### config.mk
export PLATFORM = sky130hd
export DESIGN_NAME = service_banner_verifier_top
export DESIGN_NICKNAME = d
export VERILOG_FILES = /design/src/rtl/core/sbv_pkg.sv /design/src/rtl/core/service_banner_verifier_top.sv
export SDC_FILE = /design/constraint.sdc
export NUM_CORES = 1
export LEC_CHECK = 0
export ABC_AREA = 1
export BUFFER_PORTS_ARGS = -buffer_cell sky130_fd_sc_hd__clkbuf_2
export CORE_ASPECT_RATIO = 1.5
export CORE_UTILIZATION = 25
export DETAILED_ROUTE_END_ITERATION = 16
export GPL_TIMING_DRIVEN = 1
export PLACE_DENSITY_LB_ADDON = 0.15
export SYNTH_ARGS = -nofsm -noshare
export SYNTH_HDL_FRONTEND = slang
export SYNTH_SLANG_ARGS = --single-unit
export TNS_END_PERCENT = 20
### constraint.sdc
create_clock -name clock -period 4.8 [get_ports clock]
set_clock_uncertainty 0.1 [all_clocks]
set_input_delay 0.24 -clock clock [delete_from_list [all_inputs] [get_ports clock]]
set_output_delay 0.24 -clock clock [all_outputs]
set_load 0.01 [all_outputs]
### src/rtl/core/sbv_pkg.sv
// Shared types, constants and character helpers for the service banner verifier.
// Used by service_banner_verifier_top; depends on nothing else.
package sbv_pkg;

   // Service mode codes held in the mode register.
   typedef enum logic [2:0] {
      MODE_NONE     = 3'd0,
      MODE_HTTP     = 3'd1,
      MODE_SSH      = 3'd2,
      MODE_FTP      = 3'd3,
      MODE_SMTP     = 3'd4,
      MODE_STARTTLS = 3'd5,
      MODE_RSVD6    = 3'd6,
      MODE_RSVD7    = 3'd7
   } mode_type;

   localparam logic [7:0] CH_LF    = 8'h0a;
   localparam logic [7:0] CH_SPACE = 8'h20;
   localparam logic [7:0] CH_DASH  = 8'h2d;
   localparam logic [7:0] CH_DOT   = 8'h2e;

   // Keyword match states for the STARTTLS body.
   localparam logic [3:0] KW_FULL  = 4'd8;
   localparam logic [3:0] KW_TRAIL = 4'd9;
   localparam logic [3:0] KW_FAIL  = 4'd15;

   // Matcher state carried from one word to the next.
   typedef struct packed {
      logic [3:0] prefix_position;
      logic [3:0] status_phase;
      logic [2:0] token_position;
      logic       previous_alphanumeric;
      logic       token_found;
      logic       first_line_over;
      logic       line_has_text;
      logic       whitespace_pending;
      logic       reply_line_seen;
      logic       keyword_line_seen;
      logic       last_line_final;
      logic [3:0] keyword_position;
      logic       match_failed;
   } match_state_type;

   function automatic logic is_ws(input logic [7:0] c);
      return (c == CH_SPACE) || (c >= 8'd9 && c <= 8'd13);
   endfunction

   function automatic logic is_digit(input logic [7:0] c);
      return c >= "0" && c <= "9";
   endfunction

   function automatic logic is_alnum(input logic [7:0] u);
      return (u >= "A" && u <= "Z") || is_digit(u);
   endfunction

   function automatic logic [7:0] to_upper(input logic [7:0] c);
      return (c >= "a" && c <= "z") ? c - 8'd32 : c;
   endfunction

   function automatic logic [7:0] http_char(input logic [3:0] i);
      case (i)
         4'd0: return "H";
         4'd1: return "T";
         4'd2: return "T";
         4'd3: return "P";
         4'd4: return "/";
         default: return 8'h00;
      endcase
   endfunction

   function automatic logic [7:0] ssh_char(input logic [3:0] i);
      case (i)
         4'd0: return "S";
         4'd1: return "S";
         4'd2: return "H";
         4'd3: return "-";
         default: return 8'h00;
      endcase
   endfunction

   function automatic logic [7:0] ftp_char(input logic [2:0] i);
      case (i)
         3'd0: return "F";
         3'd1: return "T";
         3'd2: return "P";
         default: return 8'h00;
      endcase
   endfunction

   function automatic logic [7:0] smtp_char(input logic [2:0] i);
      case (i)
         3'd0: return "S";
         3'd1: return "M";
         3'd2: return "T";
         3'd3: return "P";
         default: return 8'h00;
      endcase
   endfunction

   function automatic logic [7:0] esmtp_char(input logic [3:0] i);
      case (i)
         4'd0: return "E";
         4'd1: return "S";
         4'd2: return "M";
         4'd3: return "T";
         4'd4: return "P";
         default: return 8'h00;
      endcase
   endfunction

   function automatic logic [7:0] starttls_char(input logic [3:0] i);
      case (i)
         4'd0: return "S";
         4'd1: return "T";
         4'd2: return "A";
         4'd3: return "R";
         4'd4: return "T";
         4'd5: return "T";
         4'd6: return "L";
         4'd7: return "S";
         default: return 8'h00;
      endcase
   endfunction

endpackage

### src/rtl/core/service_banner_verifier_top.sv
// Top level of the service banner verifier: input register, matcher logic, result register.
// Depends on sbv_pkg for types, constants and character helpers.
//
// Usage: the req_ channel carries one word per response byte (req_data_byte with
// req_has_byte high), and req_last_byte marks the final word of a response. A word
// with req_has_byte low and req_last_byte high closes a response without a byte.
// On each final word one result word leaves on the rsp_ channel: rsp_verified is 1
// when the response proves the service chosen by the mode register.
// The mode register is written through csr_write_enable and csr_write_data; the user
// must write it only while the block is idle, which the block does not enforce. A write
// also clears any response in progress. A word is captured in the input register and
// runs through the matcher from there; a final word's result word is then registered.
// Throughput: one word per cycle while no final word waits on a held result, set by the
// single pass of matcher logic between the input register and the state registers.
// A stall on rsp_ holds the result register; a final word that then reaches the
// input register waits there and raises req_stall, so no word is lost. Words that
// are not final keep flowing while a result waits.
// Reset clears the mode to none, the matcher state and both valid flags.
module service_banner_verifier_top
   import sbv_pkg::*;
(
   input  logic       clock,
   input  logic       reset,
   input  logic       req_valid,
   output logic       req_stall,
   input  logic [7:0] req_data_byte,
   input  logic       req_has_byte,
   input  logic       req_last_byte,
   output logic       rsp_valid,
   input  logic       rsp_stall,
   output logic       rsp_verified,
   input  logic       csr_write_enable,
   input  logic [2:0] csr_write_data
);

   mode_type        mode_ff;
   logic            in_valid_ff;
   logic [7:0]      in_data_ff;
   logic            in_has_ff;
   logic            in_last_ff;
   match_state_type st_ff, st_in;
   logic            out_valid_ff;
   logic            out_verified_ff;
   logic            ok_in;
   logic            proc_go;

   // A buffered word proceeds unless it is final and the result slot is held.
   assign proc_go   = in_valid_ff && !(in_last_ff && out_valid_ff && rsp_stall);
   assign req_stall = in_valid_ff && !proc_go;
   assign rsp_valid    = out_valid_ff;
   assign rsp_verified = out_verified_ff;

   // Input register.
   always_ff @(posedge clock) begin
      if (reset) begin
         in_valid_ff <= 1'b0;
      end else if (req_valid && !req_stall) begin
         in_valid_ff <= 1'b1;
      end else if (proc_go) begin
         in_valid_ff <= 1'b0;
      end
      if (req_valid && !req_stall) begin
         in_data_ff <= req_data_byte;
         in_has_ff  <= req_has_byte;
         in_last_ff <= req_last_byte;
      end
   end

   // Mode register and matcher state.
   always_ff @(posedge clock) begin
      if (reset) begin
         mode_ff <= MODE_NONE;
         st_ff   <= '0;
      end else if (csr_write_enable) begin
         mode_ff <= mode_type'(csr_write_data);
         st_ff   <= '0;
      end else if (proc_go) begin
         st_ff <= in_last_ff ? '0 : st_in;
      end
   end

   // Result register.
   always_ff @(posedge clock) begin
      if (reset) begin
         out_valid_ff <= 1'b0;
      end else if (proc_go && in_last_ff) begin
         out_valid_ff <= 1'b1;
      end else if (!rsp_stall) begin
         out_valid_ff <= 1'b0;
      end
      if (proc_go && in_last_ff) begin
         out_verified_ff <= ok_in;
      end
   end

   // Matcher: one byte of state update, then the end-of-response verdict.
   always_comb begin
      logic [7:0] c;
      logic [7:0] u;
      logic       greet;
      logic       an;
      match_state_type s;
      c = in_data_ff;
      u = to_upper(c);
      s = st_ff;
      greet = (mode_ff == MODE_FTP) || (mode_ff == MODE_SMTP);
      an = is_alnum(u);
      ok_in = 1'b0;

      if (in_has_ff) begin
         if (mode_ff == MODE_HTTP || mode_ff == MODE_SSH || greet) begin
            // First line only.
            if (!s.first_line_over) begin
               if (c == CH_LF) begin
                  if (greet) begin
                     if (mode_ff == MODE_FTP) begin
                        if (s.token_position == 3'd3) s.token_found = 1'b1;
                     end else if (s.token_position == 3'd4 || s.keyword_position == 4'd5) begin
                        s.token_found = 1'b1;
                     end
                  end
                  s.first_line_over = 1'b1;
               end else if (s.line_has_text || !is_ws(c)) begin
                  s.line_has_text = 1'b1;
                  if (!s.match_failed) begin
                     if (mode_ff == MODE_HTTP) begin
                        case (s.status_phase)
                           4'd0: begin
                              if (s.prefix_position < 4'd5 && u == http_char(s.prefix_position)) begin
                                 s.prefix_position = s.prefix_position + 4'd1;
                                 if (s.prefix_position == 4'd5) s.status_phase = 4'd1;
                              end else s.match_failed = 1'b1;
                           end
                           4'd1: if (is_digit(u)) s.status_phase = 4'd2;
                                 else s.match_failed = 1'b1;
                           4'd2: begin
                              if (is_digit(u)) s.status_phase = 4'd2;
                              else if (u == CH_DOT) s.status_phase = 4'd3;
                              else if (u == CH_SPACE) s.status_phase = 4'd5;
                              else s.match_failed = 1'b1;
                           end
                           4'd3: if (is_digit(u)) s.status_phase = 4'd4;
                                 else s.match_failed = 1'b1;
                           4'd4: begin
                              if (is_digit(u)) s.status_phase = 4'd4;
                              else if (u == CH_SPACE) s.status_phase = 4'd5;
                              else s.match_failed = 1'b1;
                           end
                           4'd5: if (u >= "1" && u <= "5") s.status_phase = 4'd6;
                                 else s.match_failed = 1'b1;
                           4'd6: if (is_digit(u)) s.status_phase = 4'd7;
                                 else s.match_failed = 1'b1;
                           4'd7: if (is_digit(u)) s.status_phase = 4'd8;
                                 else s.match_failed = 1'b1;
                           4'd8: begin
                              if (!s.whitespace_pending && u == CH_SPACE) s.status_phase = 4'd10;
                              else if (is_ws(u)) s.whitespace_pending = 1'b1;
                              else s.match_failed = 1'b1;
                           end
                           default: s.status_phase = s.status_phase;
                        endcase
                     end else if (mode_ff == MODE_SSH) begin
                        if (s.prefix_position < 4'd4) begin
                           if (c == ssh_char(s.prefix_position))
                              s.prefix_position = s.prefix_position + 4'd1;
                           else s.match_failed = 1'b1;
                        end
                     end else begin
                        // Greeting prefix "220 " or "220-".
                        if (s.prefix_position < 4'd3) begin
                           if (u == ((s.prefix_position == 4'd0) ? "2" :
                                     (s.prefix_position == 4'd1) ? "2" : "0"))
                              s.prefix_position = s.prefix_position + 4'd1;
                           else s.match_failed = 1'b1;
                        end else if (s.prefix_position == 4'd3) begin
                           if (u == CH_SPACE || u == CH_DASH) s.prefix_position = 4'd4;
                           else s.match_failed = 1'b1;
                        end
                        // Token search with word boundaries.
                        if (mode_ff == MODE_FTP) begin
                           if (s.token_position >= 3'd3) begin
                              if (!an) s.token_found = 1'b1;
                              s.token_position = 3'd0;
                              if (!s.previous_alphanumeric && u == ftp_char(3'd0))
                                 s.token_position = 3'd1;
                           end else if (s.token_position > 3'd0 &&
                                        u == ftp_char(s.token_position)) begin
                              s.token_position = s.token_position + 3'd1;
                           end else begin
                              s.token_position = 3'd0;
                              if (!s.previous_alphanumeric && u == ftp_char(3'd0))
                                 s.token_position = 3'd1;
                           end
                        end else begin
                           if (s.token_position >= 3'd4) begin
                              if (!an) s.token_found = 1'b1;
                              s.token_position = 3'd0;
                              if (!s.previous_alphanumeric && u == smtp_char(3'd0))
                                 s.token_position = 3'd1;
                           end else if (s.token_position > 3'd0 &&
                                        u == smtp_char(s.token_position)) begin
                              s.token_position = s.token_position + 3'd1;
                           end else begin
                              s.token_position = 3'd0;
                              if (!s.previous_alphanumeric && u == smtp_char(3'd0))
                                 s.token_position = 3'd1;
                           end
                           if (s.keyword_position >= 4'd5) begin
                              if (!an) s.token_found = 1'b1;
                              s.keyword_position = 4'd0;
                              if (!s.previous_alphanumeric && u == esmtp_char(4'd0))
                                 s.keyword_position = 4'd1;
                           end else if (s.keyword_position > 4'd0 &&
                                        u == esmtp_char(s.keyword_position)) begin
                              s.keyword_position = s.keyword_position + 4'd1;
                           end else begin
                              s.keyword_position = 4'd0;
                              if (!s.previous_alphanumeric && u == esmtp_char(4'd0))
                                 s.keyword_position = 4'd1;
                           end
                        end
                        s.previous_alphanumeric = an;
                     end
                  end
               end
            end
         end else if (mode_ff == MODE_STARTTLS) begin
            // Multi-line reply check.
            if (!s.match_failed) begin
               if (c == CH_LF) begin
                  if (s.line_has_text) begin
                     if (s.prefix_position < 4'd5) s.match_failed = 1'b1;
                     else begin
                        s.reply_line_seen = 1'b1;
                        s.last_line_final = (s.prefix_position == 4'd6);
                        if (s.keyword_position == KW_FULL || s.keyword_position == KW_TRAIL)
                           s.keyword_line_seen = 1'b1;
                     end
                  end
                  s.line_has_text    = 1'b0;
                  s.prefix_position  = 4'd0;
                  s.keyword_position = 4'd0;
               end else if (s.line_has_text || !is_ws(c)) begin
                  s.line_has_text = 1'b1;
                  if (s.prefix_position < 4'd3) begin
                     if (u == ((s.prefix_position == 4'd0) ? "2" :
                               (s.prefix_position == 4'd1) ? "5" : "0"))
                        s.prefix_position = s.prefix_position + 4'd1;
                     else s.match_failed = 1'b1;
                  end else if (s.prefix_position == 4'd3) begin
                     if (u == CH_DASH) s.prefix_position = 4'd5;
                     else if (u == CH_SPACE) s.prefix_position = 4'd4;
                     else s.match_failed = 1'b1;
                  end else begin
                     if (s.keyword_position != KW_FAIL) begin
                        if (is_ws(u)) begin
                           if (s.keyword_position != 4'd0)
                              s.keyword_position = (s.keyword_position >= KW_FULL) ?
                                                   KW_TRAIL : KW_FAIL;
                        end else if (s.keyword_position < KW_FULL &&
                                     u == starttls_char(s.keyword_position)) begin
                           s.keyword_position = s.keyword_position + 4'd1;
                        end else begin
                           s.keyword_position = KW_FAIL;
                        end
                     end
                     if (s.prefix_position == 4'd4 && !is_ws(u)) s.prefix_position = 4'd6;
                  end
               end
            end
         end
      end

      // The state carried forward excludes the line closing done for the verdict.
      st_in = s;

      // End-of-response verdict.
      if (mode_ff == MODE_HTTP) begin
         ok_in = !s.match_failed && s.status_phase >= 4'd8;
      end else if (mode_ff == MODE_SSH) begin
         ok_in = !s.match_failed && s.prefix_position == 4'd4;
      end else if (greet) begin
         if (!s.first_line_over) begin
            if (mode_ff == MODE_FTP) begin
               if (s.token_position == 3'd3) s.token_found = 1'b1;
            end else if (s.token_position == 3'd4 || s.keyword_position == 4'd5) begin
               s.token_found = 1'b1;
            end
         end
         ok_in = !s.match_failed && s.prefix_position == 4'd4 && s.token_found;
      end else if (mode_ff == MODE_STARTTLS) begin
         if (!s.match_failed && s.line_has_text) begin
            if (s.prefix_position < 4'd5) s.match_failed = 1'b1;
            else begin
               s.reply_line_seen = 1'b1;
               s.last_line_final = (s.prefix_position == 4'd6);
               if (s.keyword_position == KW_FULL || s.keyword_position == KW_TRAIL)
                  s.keyword_line_seen = 1'b1;
            end
         end
         ok_in = !s.match_failed && s.reply_line_seen && s.keyword_line_seen &&
                 s.last_line_final;
      end
   end

`ifndef SYNTH
   // A held result word keeps its value.
   assert property (@(posedge clock) disable iff (reset)
      rsp_valid && rsp_stall |=> rsp_valid && $stable(rsp_verified))
      else $error("result changed while stalled");
   // A final word processed always produces a result word.
   assert property (@(posedge clock) disable iff (reset)
      proc_go && in_last_ff |=> out_valid_ff)
      else $error("final word produced no result");
   // Matcher state is clear after a response ends.
   assert property (@(posedge clock) disable iff (reset)
      proc_go && in_last_ff && !csr_write_enable |=> st_ff == '0)
      else $error("state not cleared after response");
   // A result in the unused or none modes is never verified.
   assert property (@(posedge clock) disable iff (reset)
      rsp_valid && (mode_ff == MODE_NONE || mode_ff == MODE_RSVD6 || mode_ff == MODE_RSVD7)
      |-> !rsp_verified)
      else $error("verified in a mode that cannot verify");
`endif

endmodule

==> summary.md <==
| Metric | Value |
|---|---|
| Outcome | `finished, final reports clean` |
| Area grow syn2layout | `11.7%` |
| Io pins | `21` |
| Number of global-route vias before repair | `between 5k and 6k` |
| Die Span Y | `~170 um` |
| Die width | `between 100 and 150 um` |
| Average cell area after synthesis | `5.98 um2` |
| Top cells by area, synth | `nand2_1 (18%), dfxtp_1 (15%), nand3_1 (8.9%), inv_1 (8.1%), edfxtp_1 (7.1%)` |
| GRT Overall Usage | `between 10% and 20%` |
| Layout cells sized above 1 | `9.89%` |
| Synth Register Bits | `between 40 and 50` |
| Vias per cell | `around 5.0` |
| CP endpoint kind | `flop` |
| CTS tree | `built` |
| Max Root-Sink Buffers | `2` |
| Clk slew on worst S/H paths | `approximately 0.070 ns` |
| YS warnings | `0` |
| Synth cell count leaders | `nand2_1 (221), inv_1 (101), nand3_1 (83), nor2_1 (72), a21oi_1 (48)` |
| Peak supply drop | `0.155 mV` |
| Multi-input gate area | `around 3100 um2` |
| Post-CTS sizing | `0` |
| Setup ws final | `between 0.9 and 1 ns` |
| Slew HR | `between 50 and 60%` |
| Unrepaired setup endpoints after global routing | `false` |
| HP Class | `input port to flop` |
| Cells after Synth | `slightly below 800` |
| Max-cap violations | `0` |
| Setup TNS | `0 ns` |
| Cell Pwr Density | `a little over 200 nW/um2` |
| Via count | `5198` |
| Fraction of registers with async set or reset after synthesis | `0%` |
| Post-CTS setup repair buffer count | `0` |
| Synth area leader | `nand2_1` |
| Distinct cell type count after synthesis | `48` |
| Final setup fails | `0` |
| First-pass GRT wire length | `28600 um` |
| CTS sink count | `45` |
| Worst EP arrival | `between 3 and 4 ns` |
| Initial antenna violation count | `0` |
| DR iter-0 viols | `~290` |
| DP Wirelength | `15300 um` |
| Syn nets | `just over 800` |
| EDFF count, synth | `11` |
| Crit path max fanout | `15` |
| CP Class | `flop to flop` |
| FILL cells | `between 2k and 2.5k` |
| GR Overflow Total | `0` |
| Slew Limit Fails | `0` |
| GP Congestion | `approximately 0.9` |
| Dpl ws | `between 0.9 and 1 ns` |
| Pleak | `2.36 nW` |
| Sequential cell area | `~1000 um2` |
| N_diodes | `0` |
| Worst-Skew Late Latency | `0.30 ns` |
| Max Clk Rate | `~0.26 GHz` |
| DRC | `0` |
| Initial Utilization | `approximately a quarter` |
| Die Area | `19300 um2` |
| DRT Pass-1 Iters | `7` |
| Yosys top cell area share | `17.8%` |
| Rows | `60` |
| Final Hold Fails | `0` |
| Final Critical Period | `3.88 ns` |
| Antenna-violating nets left | `0` |
| Post-CTS Hold Buffers | `0` |
| Primary FF master, synth | `dfxtp_1` |
| H-tree depth | `2` |
| Seq/Total Area, Yosys | `around 22%` |
| Port Buf Inserts | `20` |
| Setup crit start kind | `flop` |
| Final Cycle Share | `about four fifths` |
| Final cell count without fillers | `~1.0k` |
| Placed cells | `about 1.0k` |
| Most frequent cell after synthesis | `nand2_1` |
| Largest net degree at the start of global routing | `19` |
| Mapped cell area | `4670 um2` |
| Clock root cell | `clkbuf_16` |
| Nets@finish | `approximately 830` |
| Wire length per cell | `around 18 um` |
| Total CTS buffers | `5` |
| Critical Path RT | `between 4 and 5 ns` |
| Slew @ Worst Pin | `between 0.7 and 0.8 ns` |
| Core area | `18100 um2` |
| Final WL | `18800 um` |
-- layer usage --
metal / up-vias / routed length [um] / track usage (%)
li1: 2596 / - / -
met1: 2468 / 7180 / 20.2
met2: 100 / 10300 / 38.7
met3: 34 / 404 / 1.71
met4: 0 / 872 / 10.7
met5: - / 0 / 0
-- path summary, 6_finish.rpt --
| kind | start | endpoint | slack [ns] | cells after the start |
|---|---|---|---|---|
| max | st_ff[20] | rsp_verified | 0.92 | 21 |
| min | req_last_byte | in_last_ff | 0.01 | 1 |
| max reg2reg | st_ff[20] | rsp_verified | 0.92 | 21 |
| min reg2reg | st_ff[6] | st_ff[6] | 0.35 | 2 |
-- cells by family after synthesis --
kind of cell / Yosys count / synth area share [%]
fa+ha+maj: 18 / 4.82
compound gates: 119 / 14.9
buf+inv: 132 / 11.1
simple gates: 449 / 43.9
xor+xnor: 18 / 3.37
mux: 1 / 0.214
flops: 45 / 21.6
-- where the power goes --
| group | switching, mW | internal, mW | leakage (nW) | total (mW) |
|---|---|---|---|---|
| registers | 0.0187 | 0.398 | 0.383 | 0.417 |
| clock network | 0.180 | 0.265 | 0.0890 | 0.444 |
| logic | 0.153 | 0.0641 | 1.89 | 0.217 |
| total | 0.351 | 0.727 | 2.36 | 1.08 |
-- placed cells by master, fill, tap and decap left out, drive strengths merged, types with 2 or more instances in the layout --
cell type / instances
a21boi: 2
nor2: 85
nand4: 18
nor4: 3
o31ai: 2
nand2: 228
xor2: 13
edfxtp: 11
o21ai: 33
dfxtp: 34
a21oi: 49
nand3b: 2
ha: 18
clkbuf: 26
buf: 5
o211ai: 10
o22ai: 6
o2111ai: 5
nand3: 86
inv: 117
or2: 2
nor3: 21
a211oi: 5
xnor2: 5
and3: 2
-- metrics by stage --
stage          power, mW  hold WS (ns)  area [um2]  util (%)
2_1_floorplan      0.567         0.209        4670         -
3_3_place_gp       0.644         0.317        5040      27.8
3_5_place_dp       0.641         0.319        5040      27.8
4_1_cts             1.09        0.0105        5220      28.8
5_1_grt             1.12       0.00498        5220      28.8
6_report            1.08        0.0119        5220      28.8
-- worst max-delay path, stage by stage (launching register included) --
cell and delay [ns]:
dfxtp_1 0.70, inv_1 0.29, ha_1 0.32, o21ai_0 0.39, inv_1 0.11, nand2_1 0.07
nand2_1 0.10, nor3b_2 0.22, nand3_1 0.17, nand2_1 0.09, nand2_1 0.05, o21ai_1 0.16
inv_1 0.06, nand2_1 0.06, nand3_1 0.06, nand2_1 0.09, nand2_1 0.05, a21oi_1 0.21
nand3_1 0.13, nand2_1 0.09, a21oi_1 0.07, a21oi_2 0.15
-- cell type report --
| cell class | instances | share of cell area (%) |
|---|---|---|
| multi-input cells | 605 | 60.2 |
| flip-flops and latches | 45 | 19.4 |
| inverters | 116 | 8.34 |
| well taps | 248 | 5.95 |
| clock buffers | 6 | 2.66 |
| repair buffers | 25 | 2.64 |
| clock inverters | 2 | 0.791 |
(Power assumes the default switching activity.)
